$ cat src/rtl/ujlm_pkg.sv
// shared types and constants for the udp jitter and loss monitor
`timescale 1ns / 1ps

package ujlm_pkg;

    localparam int SEQ_W    = 32;
    localparam int SEC_W    = 32;
    localparam int USEC_W   = 20;
    localparam int LEN_W    = 16;
    localparam int MS_W     = 32;
    localparam int CNT_W    = 32;
    localparam int BYTES_W  = 64;
    localparam int JIT_W    = 36;
    localparam int CFG_W    = 32;
    localparam int CFG_IDX_W = 1;

    localparam int IN_DATA_W  = 136;
    localparam int OUT_DATA_W = 168;

    localparam logic [LEN_W-1:0] MIN_HDR_BYTES = 16'd12;
    localparam logic [31:0]      USEC_PER_MS   = 32'd1000;
    localparam logic [31:0]      USEC_PER_SEC  = 32'd1000000;

    localparam logic [CFG_W-1:0] START_TIME_RESET = 32'd0;
    localparam logic [CFG_W-1:0] DURATION_RESET   = 32'd10000;

    // configuration register indexes
    localparam logic [CFG_IDX_W-1:0] REG_START_TIME = 1'b0;
    localparam logic [CFG_IDX_W-1:0] REG_DURATION   = 1'b1;

    // one packet after the transit stage
    typedef struct packed {
        logic             ok;
        logic [SEQ_W-1:0] seq;
        logic [LEN_W-1:0] len;
        logic [MS_W-1:0]  now;
        logic [31:0]      transit;
    } item_t;

endpackage

$ cat src/rtl/ujlm_transit.sv
// input register and transit time stage of the monitor
`timescale 1ns / 1ps

module ujlm_transit
(
    input  logic                              clk,
    input  logic                              rst_n,
    input  logic                              s_tvalid,
    output logic                              s_tready,
    // seq_number, sent_sec, sent_usec, pkt_length, now_ms, zero pad
    input  logic [ujlm_pkg::IN_DATA_W-1:0]    s_tdata,
    output ujlm_pkg::item_t                   item,
    output logic                              item_valid,
    input  logic                              item_ready
);

    logic                          a_valid_reg;
    logic [ujlm_pkg::SEQ_W-1:0]    a_seq_reg;
    logic [ujlm_pkg::SEC_W-1:0]    a_sec_reg;
    logic [ujlm_pkg::USEC_W-1:0]   a_usec_reg;
    logic [ujlm_pkg::LEN_W-1:0]    a_len_reg;
    logic [ujlm_pkg::MS_W-1:0]     a_now_reg;

    logic                          b_valid_reg;
    ujlm_pkg::item_t               b_item_reg;
    ujlm_pkg::item_t               b_item_next;

    logic                          a_ready;
    logic                          b_ready;
    logic                          a_load;
    logic                          b_load;
    logic [31:0]                   now_us;
    logic [31:0]                   sent_us;

    assign b_ready  = !b_valid_reg || item_ready;
    assign a_ready  = !a_valid_reg || b_ready;
    assign s_tready = a_ready;
    assign a_load   = s_tvalid && a_ready;
    assign b_load   = a_valid_reg && b_ready;

    // transit in microseconds, all mod 2^32
    assign now_us  = a_now_reg * ujlm_pkg::USEC_PER_MS;
    assign sent_us = a_sec_reg * ujlm_pkg::USEC_PER_SEC + {12'd0, a_usec_reg};

    always_comb
    begin
        b_item_next.ok      = (a_len_reg >= ujlm_pkg::MIN_HDR_BYTES);
        b_item_next.seq     = a_seq_reg;
        b_item_next.len     = a_len_reg;
        b_item_next.now     = a_now_reg;
        b_item_next.transit = now_us - sent_us;
    end

    always_ff @(posedge clk or negedge rst_n)
    begin
        if (!rst_n)
        begin
            a_valid_reg <= 1'b0;
            b_valid_reg <= 1'b0;
        end
        else
        begin
            if (a_ready)
            begin
                a_valid_reg <= s_tvalid;
            end
            if (b_ready)
            begin
                b_valid_reg <= a_valid_reg;
            end
        end
    end

    always_ff @(posedge clk)
    begin
        if (a_load)
        begin
            a_seq_reg  <= s_tdata[31:0];
            a_sec_reg  <= s_tdata[63:32];
            a_usec_reg <= s_tdata[83:64];
            a_len_reg  <= s_tdata[99:84];
            a_now_reg  <= s_tdata[131:100];
        end
        if (b_load)
        begin
            b_item_reg <= b_item_next;
        end
    end

    assign item       = b_item_reg;
    assign item_valid = b_valid_reg;

endmodule

$ cat src/rtl/ujlm_stats.sv
// statistics state, configuration registers and result register
`timescale 1ns / 1ps

module ujlm_stats
#(
    parameter int JITTER_SHIFT = 4
)
(
    input  logic                               clk,
    input  logic                               rst_n,
    input  logic                               cfg_we,
    input  logic [ujlm_pkg::CFG_IDX_W-1:0]     cfg_index,
    input  logic [ujlm_pkg::CFG_W-1:0]         cfg_wdata,
    input  ujlm_pkg::item_t                    item,
    input  logic                               item_valid,
    output logic                               item_ready,
    output logic                               m_tvalid,
    input  logic                               m_tready,
    // rx_packets, lost_packets, rx_bytes, jitter_x16_us, test_done, zero pad
    output logic [ujlm_pkg::OUT_DATA_W-1:0]    m_tdata,
    // accepted
    output logic                               m_tuser
);

    localparam int JIT_W = ujlm_pkg::JIT_W;

    logic [ujlm_pkg::CFG_W-1:0]    start_reg;
    logic [ujlm_pkg::CFG_W-1:0]    duration_reg;

    logic [ujlm_pkg::SEQ_W-1:0]    nexp_reg,    nexp_next;
    logic [31:0]                   transit_reg, transit_next;
    logic [JIT_W-1:0]              jit_reg,     jit_next;
    logic [ujlm_pkg::CNT_W-1:0]    pkt_reg,     pkt_next;
    logic [ujlm_pkg::CNT_W-1:0]    loss_reg,    loss_next;
    logic [ujlm_pkg::BYTES_W-1:0]  bytes_reg,   bytes_next;
    logic                          done_reg,    done_next;

    logic                          m_valid_reg;
    logic                          m_acc_reg;
    logic [ujlm_pkg::OUT_DATA_W-1:0] m_data_reg;

    logic                          fire;
    logic [31:0]                   diff;
    logic [31:0]                   mag;
    logic [JIT_W:0]                jit_sum;
    logic [ujlm_pkg::MS_W-1:0]     elapsed;

    assign item_ready = !m_valid_reg || m_tready;
    assign fire       = item_valid && item_ready;

    assign diff    = item.transit - transit_reg;
    // 0x80000000 negates to itself, which is the wanted magnitude
    assign mag     = diff[31] ? (32'd0 - diff) : diff;
    assign jit_sum = {1'b0, jit_reg} - ({1'b0, jit_reg} >> JITTER_SHIFT)
                     + {{(JIT_W - 31){1'b0}}, mag};
    assign elapsed = item.now - start_reg;

    always_comb
    begin
        nexp_next    = nexp_reg;
        transit_next = transit_reg;
        jit_next     = jit_reg;
        pkt_next     = pkt_reg;
        loss_next    = loss_reg;
        bytes_next   = bytes_reg;
        done_next    = done_reg;
        if (item.ok)
        begin
            pkt_next   = pkt_reg + 32'd1;
            bytes_next = bytes_reg + {48'd0, item.len};
            // zero expectation means no packet seen yet
            if ((nexp_reg != 32'd0) && (item.seq > nexp_reg))
            begin
                loss_next = loss_reg + (item.seq - nexp_reg);
            end
            nexp_next = item.seq + 32'd1;
            if (transit_reg != 32'd0)
            begin
                jit_next = jit_sum[JIT_W] ? {JIT_W{1'b1}} : jit_sum[JIT_W-1:0];
            end
            transit_next = item.transit;
            if (elapsed >= duration_reg)
            begin
                done_next = 1'b1;
            end
        end
    end

    always_ff @(posedge clk or negedge rst_n)
    begin
        if (!rst_n)
        begin
            start_reg    <= ujlm_pkg::START_TIME_RESET;
            duration_reg <= ujlm_pkg::DURATION_RESET;
            nexp_reg     <= '0;
            transit_reg  <= '0;
            jit_reg      <= '0;
            pkt_reg      <= '0;
            loss_reg     <= '0;
            bytes_reg    <= '0;
            done_reg     <= 1'b0;
            m_valid_reg  <= 1'b0;
        end
        else
        begin
            if (cfg_we)
            begin
                case (cfg_index)
                    ujlm_pkg::REG_START_TIME: start_reg    <= cfg_wdata;
                    ujlm_pkg::REG_DURATION:   duration_reg <= cfg_wdata;
                    default:                  ;
                endcase
            end
            if (fire)
            begin
                nexp_reg    <= nexp_next;
                transit_reg <= transit_next;
                jit_reg     <= jit_next;
                pkt_reg     <= pkt_next;
                loss_reg    <= loss_next;
                bytes_reg   <= bytes_next;
                done_reg    <= done_next;
            end
            if (item_ready)
            begin
                m_valid_reg <= item_valid;
            end
        end
    end

    always_ff @(posedge clk)
    begin
        if (fire)
        begin
            m_acc_reg  <= item.ok;
            m_data_reg <= {3'd0, done_next, jit_next, bytes_next, loss_next, pkt_next};
        end
    end

    assign m_tvalid = m_valid_reg;
    assign m_tdata  = m_data_reg;
    assign m_tuser  = m_acc_reg;

`ifndef ASSERT_OFF
    a_done_sticky: assert property (@(posedge clk) disable iff (!rst_n)
        done_reg |=> done_reg)
        else $error("done flag cleared");

    a_pkt_step: assert property (@(posedge clk) disable iff (!rst_n)
        (fire && item.ok) |=> (pkt_reg == $past(pkt_reg) + 32'd1))
        else $error("packet count did not step on a counted packet");

    a_short_ignored: assert property (@(posedge clk) disable iff (!rst_n)
        (fire && !item.ok) |=> ($stable(pkt_reg) && $stable(bytes_reg)
                               && $stable(loss_reg) && $stable(jit_reg)))
        else $error("short packet changed the statistics");

    a_idle_stable: assert property (@(posedge clk) disable iff (!rst_n)
        !fire |=> ($stable(nexp_reg) && $stable(transit_reg) && $stable(loss_reg)))
        else $error("state changed with no request consumed");
`endif

endmodule

$ cat src/rtl/udp_jitter_loss_monitor.sv
// udp receive monitor: packet, byte and loss counters with interarrival jitter
// pipeline: input register, transit stage register, then the result register
// throughput: one request per cycle unless m_tready stalls; per-packet state
// updates loop in the statistics stage, the transit multiply has its own stage
// reset: asynchronous active-low rst_n clears all counters, the done flag and
// the pipeline valids; start time returns to 0 and duration to 10000 ms
`timescale 1ns / 1ps

module udp_jitter_loss_monitor
#(
    parameter int JITTER_SHIFT = 4
)
(
    input  logic                               clk,
    input  logic                               rst_n,
    input  logic                               cfg_we,
    input  logic [ujlm_pkg::CFG_IDX_W-1:0]     cfg_index,
    input  logic [ujlm_pkg::CFG_W-1:0]         cfg_wdata,
    input  logic                               s_tvalid,
    output logic                               s_tready,
    // seq_number, sent_sec, sent_usec, pkt_length, now_ms, zero pad
    input  logic [ujlm_pkg::IN_DATA_W-1:0]     s_tdata,
    output logic                               m_tvalid,
    input  logic                               m_tready,
    // rx_packets, lost_packets, rx_bytes, jitter_x16_us, test_done, zero pad
    output logic [ujlm_pkg::OUT_DATA_W-1:0]    m_tdata,
    // accepted
    output logic                               m_tuser
);

    ujlm_pkg::item_t item;
    logic            item_valid;
    logic            item_ready;

    ujlm_transit u_transit
    (
        .clk        (clk),
        .rst_n      (rst_n),
        .s_tvalid   (s_tvalid),
        .s_tready   (s_tready),
        .s_tdata    (s_tdata),
        .item       (item),
        .item_valid (item_valid),
        .item_ready (item_ready)
    );

    ujlm_stats
    #(
        .JITTER_SHIFT (JITTER_SHIFT)
    )
    u_stats
    (
        .clk        (clk),
        .rst_n      (rst_n),
        .cfg_we     (cfg_we),
        .cfg_index  (cfg_index),
        .cfg_wdata  (cfg_wdata),
        .item       (item),
        .item_valid (item_valid),
        .item_ready (item_ready),
        .m_tvalid   (m_tvalid),
        .m_tready   (m_tready),
        .m_tdata    (m_tdata),
        .m_tuser    (m_tuser)
    );

endmodule
$ cat config.mk
export PLATFORM = sky130hd
export DESIGN_NAME = udp_jitter_loss_monitor
export DESIGN_NICKNAME = d
export VERILOG_FILES = /design/src/rtl/ujlm_pkg.sv /design/src/rtl/ujlm_transit.sv /design/src/rtl/ujlm_stats.sv /design/src/rtl/udp_jitter_loss_monitor.sv
export SDC_FILE = /design/constraint.sdc
export NUM_CORES = 2
export LEC_CHECK = 0
export ABC_CLOCK_PERIOD_IN_PS = 12200
export BUFFER_PORTS_ARGS = -buffer_cell sky130_fd_sc_hd__buf_4
export CORE_MARGIN = 3
export CORE_UTILIZATION = 45
export DETAILED_ROUTE_END_ITERATION = 16
export SKIP_CTS_REPAIR_TIMING = 1
export SYNTH_ARGS = -nofsm -noshare
export SYNTH_HDL_FRONTEND = slang
export SYNTH_SLANG_ARGS = --single-unit
export TNS_END_PERCENT = 100
$ cat constraint.sdc
create_clock -name clk -period 12.2 [get_ports clk]
set_clock_uncertainty 0.15 [all_clocks]
set_input_delay 2.44 -clock clk [delete_from_list [all_inputs] [get_ports clk]]
set_output_delay 2.44 -clock clk [all_outputs]
set_load 0.05 [all_outputs]
==> flow_metrics.py <==
metrics = {
    "cts": {
        "cts-root-buf": "clkbuf_16",
        "clk_path_buf_depth": 3,
        "numCtsBuffers": 81,
        "cts_sinks": 701,
        "insertion_delay_ns": 0.66,
        "h-tree-depth": 3,
        "path_clk_slew_ns": 0.06,
        "cts_tree": "built",
    },
    "setup_path": {
        "timing.rr.start": "u_transit.a_now_reg[1]$_DFFE_PP_",
        "cp-start-kind": "flip-flop",
        "crit_type": "flip-flop to flip-flop",
        "path_max_fanout": 6,
        "cpPeakStageDelay_ns": 0.70,
        "cp-end-kind": "flip-flop",
        "crit_path_top_delay_cell": "a2111oi_0",
        "cp.arrival_ns": 8.42,
        "path_common_cell": "a21oi_1",
        "crit_start": "u_transit.a_now_reg[1]$_DFFE_PP_",
        "crit_required_ns": 12.45,
    },
    "floorplan": {
        "initial_core_util_pct": 45.64,
        "io_pins": 345,
        "core_sq_um": 102300,
        "die_x_um": 328.1,
        "dieArea_sq_um": 107700,
        "die_y_um": 328.1,
        "row_count": 117,
    },
    "route": {
        "vias": 31703,
        "ant_nets": 0,
        "wl_per_cell_um": 17.24,
        "detail_route.wirelength_mm": 106.8,
        "first_pass_iters": 5,
        "drc_errors": 0,
        "viasPerCell": 5.119,
        "drtIter0Drc": 2045,
    },
    "logic_synthesis": {
        "yosys_warnings": 0,
        "synth_edf_count": 405,
        "seq_area_frac_synth_pct": 41.92,
        "avgSynthCellArea_sq_um": 10.56,
        "yosys.area_share.simple_pct": 11.04,
        "synthXorXnorAreaFrac_pct": 8.196,
        "synth-seq-cells": 701,
        "yosys-mux-area-fraction_pct": 1.977,
        "synth_area_sq_um": 46700,
        "synth_compound_area_share_pct": 10.77,
        "netlist_instances": 4422,
        "synthAdderAreaFrac_pct": 20.42,
        "synth_cell_types": 93,
        "synth_top_family_by_area": "adder cells",
        "synthFlopType": "edfxtp_1",
        "async_flop_share_pct": 42.23,
    },
    "global_routing": {
        "antenna_found_initial": 2,
        "grt_overflow_total": 0,
        "grt_first_pass_wirelength_mm": 170.6,
        "globalRouteTotalUtil_pct": 19.98,
        "grt_max_degree": 139,
        "grt_pass1_vias": 31247,
    },
    "final_layout": {
        "layout_common_cells": "593 x inv_1, 405 x edfxtp_1, 383 x ha_1",
        "largest_register_ffs": 165,
        "final_layout_size_suffix_gt1_share_pct": 12.50,
        "seq_area_sq_um": 19580,
        "nets": 5551,
        "syn2layout_area_growth_pct": 14.41,
        "final_cell_area_sq_um": 53430,
        "antenna_cells": 0,
        "fillers": 9146,
        "final_common_cell": "inv_1",
        "multi_input_area_sq_um": 24530,
    },
    "placed_design": {
        "placed_cell_area_sq_um": 50690,
        "gp_congestion": 0.8866,
        "numPortBuffers": 331,
        "detailedPlacementHpwl_mm": 82.14,
    },
    "timing": {
        "timing.final.hold_violations": 0,
        "slew_headroom_pct": 30.20,
        "finalCritPeriodShare_pct": 66.99,
        "fmax_mhz": 122.4,
        "rsz0062_at_grt": "false",
        "drv_slew": 0,
        "setup_viol": 0,
        "fin_crit_ns": 8.173,
        "tightest_slew_ns": 1.047,
        "tns_ns": 0,
    },
    "flow_run": {
        "maxCapViolations": 0,
    },
    "worst_hold_path": {
        "worstHoldPathType": "flip-flop to flip-flop",
        "hold_start": "u_transit.a_seq_reg[25]$_DFFE_PP_",
    },
    "run_status": {
        "outcome": "finished clean",
    },
}
[final timing paths]
check / end / slack, ns / cells past startpoint
min in group asynchronous: u_stats.pkt_reg[9]$_DFFE_PN0P_ / 1.64 / 1
hold reg to reg: u_transit.item[105]$_DFFE_PP_ / 0.27 / 0
max in group asynchronous: u_stats.loss_reg[20]$_DFFE_PN0P_ / 8.66 / 2
hold / removal: u_transit.item[105]$_DFFE_PP_ / 0.27 / 0
setup reg to reg: u_transit.item[30]$_DFFE_PP_ / 4.03 / 29
setup / recovery: u_transit.item[30]$_DFFE_PP_ / 4.03 / 29
[metrics by stage]
stage / setup slack [ns] / util, % / instances / hold WS [ns]
3_3_place_gp: 4.088 / 49.54 / 6042 / 0.2519
5_1_grt: 3.372 / 52.21 / 6193 / 0.2692
4_1_cts: 4.051 / 52.21 / 6193 / 0.2641
6_report: 4.027 / 52.21 / 6193 / 0.2657
2_1_floorplan: 3.626 / - / 4424 / 0.2503
3_5_place_dp: 4.081 / 49.54 / 6042 / 0.2545
[per-layer routing]
layer / vias up / GRT usage (%) / share of wire, %
li1: 15850 / - / -
met1: 15081 / 28.62 / 48
met2: 625 / 31.58 / 45
met3: 147 / 3.102 / 4.5
met4: 0 / 5.586 / 2.6
met5: - / 0 / 0
[critical path: cells and delay by family (launching register included)]
kind,cells,cell delay (ns)
AO/OA/AOI/OAI,13,3.18
adder cells (fa/ha/maj),7,3.02
flip-flops,1,0.58
AND/OR/NAND/NOR,4,0.44
XOR/XNOR,2,0.38
buffers and inverters,3,0.16
[cell families (layout without fill, tap and decap cells)]
kind of cell | count (synthesis) | after routing
DFF | 701 | 701
muxes | 84 | 84
xor gates and xnor gates | 437 | 437
other | 1 | 3
and+or+nand+nor | 1089 | 1089
adders and majority gates | 620 | 620
buffers and inverters | 692 | 1093
AOI/OAI and AO/OA | 798 | 798
[cell type report]
type	instances	area share, %
clock buffer	102	3.998
clock inverter	49	1.126
inverter	594	4.187
multi-input combinational	3031	45.92
sequential	701	36.64
tap	1368	3.204
timing repair buffer	348	4.927
[synth_stat cells, types with 7 or more instances]
| library cell | count | area share (%) |
|---|---|---|
| clkbuf_1 | 78 | 0.63 |
| buf_1 | 7 | 0.056 |
| nand4_1 | 52 | 0.70 |
| ha_1 | 383 | 10 |
| nor2b_1 | 35 | 0.47 |
| nor3_1 | 76 | 0.81 |
| xnor2_1 | 272 | 5.1 |
| and2_1 | 15 | 0.20 |
| and3_1 | 47 | 0.63 |
| o21ai_0 | 243 | 2.6 |
| nand2_1 | 367 | 2.9 |
| o21a_1 | 35 | 0.56 |
| nor4_1 | 27 | 0.36 |
| dfrtp_1 | 291 | 16 |
| nand3_1 | 99 | 1.1 |
| a211oi_1 | 17 | 0.27 |
| o21bai_1 | 22 | 0.35 |
| o31ai_1 | 14 | 0.23 |
| a21oi_1 | 172 | 1.8 |
| o31a_1 | 8 | 0.15 |
| or4_1 | 7 | 0.11 |
| mux2i_1 | 18 | 0.39 |
| nor2_1 | 252 | 2.0 |
| a2111oi_0 | 9 | 0.17 |
| or2_2 | 15 | 0.20 |
| or3_1 | 19 | 0.25 |
| a211o_1 | 8 | 0.15 |
| mux2_2 | 66 | 1.6 |
| xor2_1 | 165 | 3.1 |
| fa_1 | 237 | 10 |
| a21o_1 | 91 | 1.5 |
| edfxtp_1 | 405 | 26 |
| inv_1 | 593 | 4.8 |
| o211ai_1 | 23 | 0.37 |
| a31oi_1 | 76 | 1.0 |
| nand2b_1 | 43 | 0.58 |
| o41ai_1 | 7 | 0.13 |
Power is left out: the tool's default activity adds up to more than one toggle a clock period on the data nets, which glitch-free logic cannot reach.
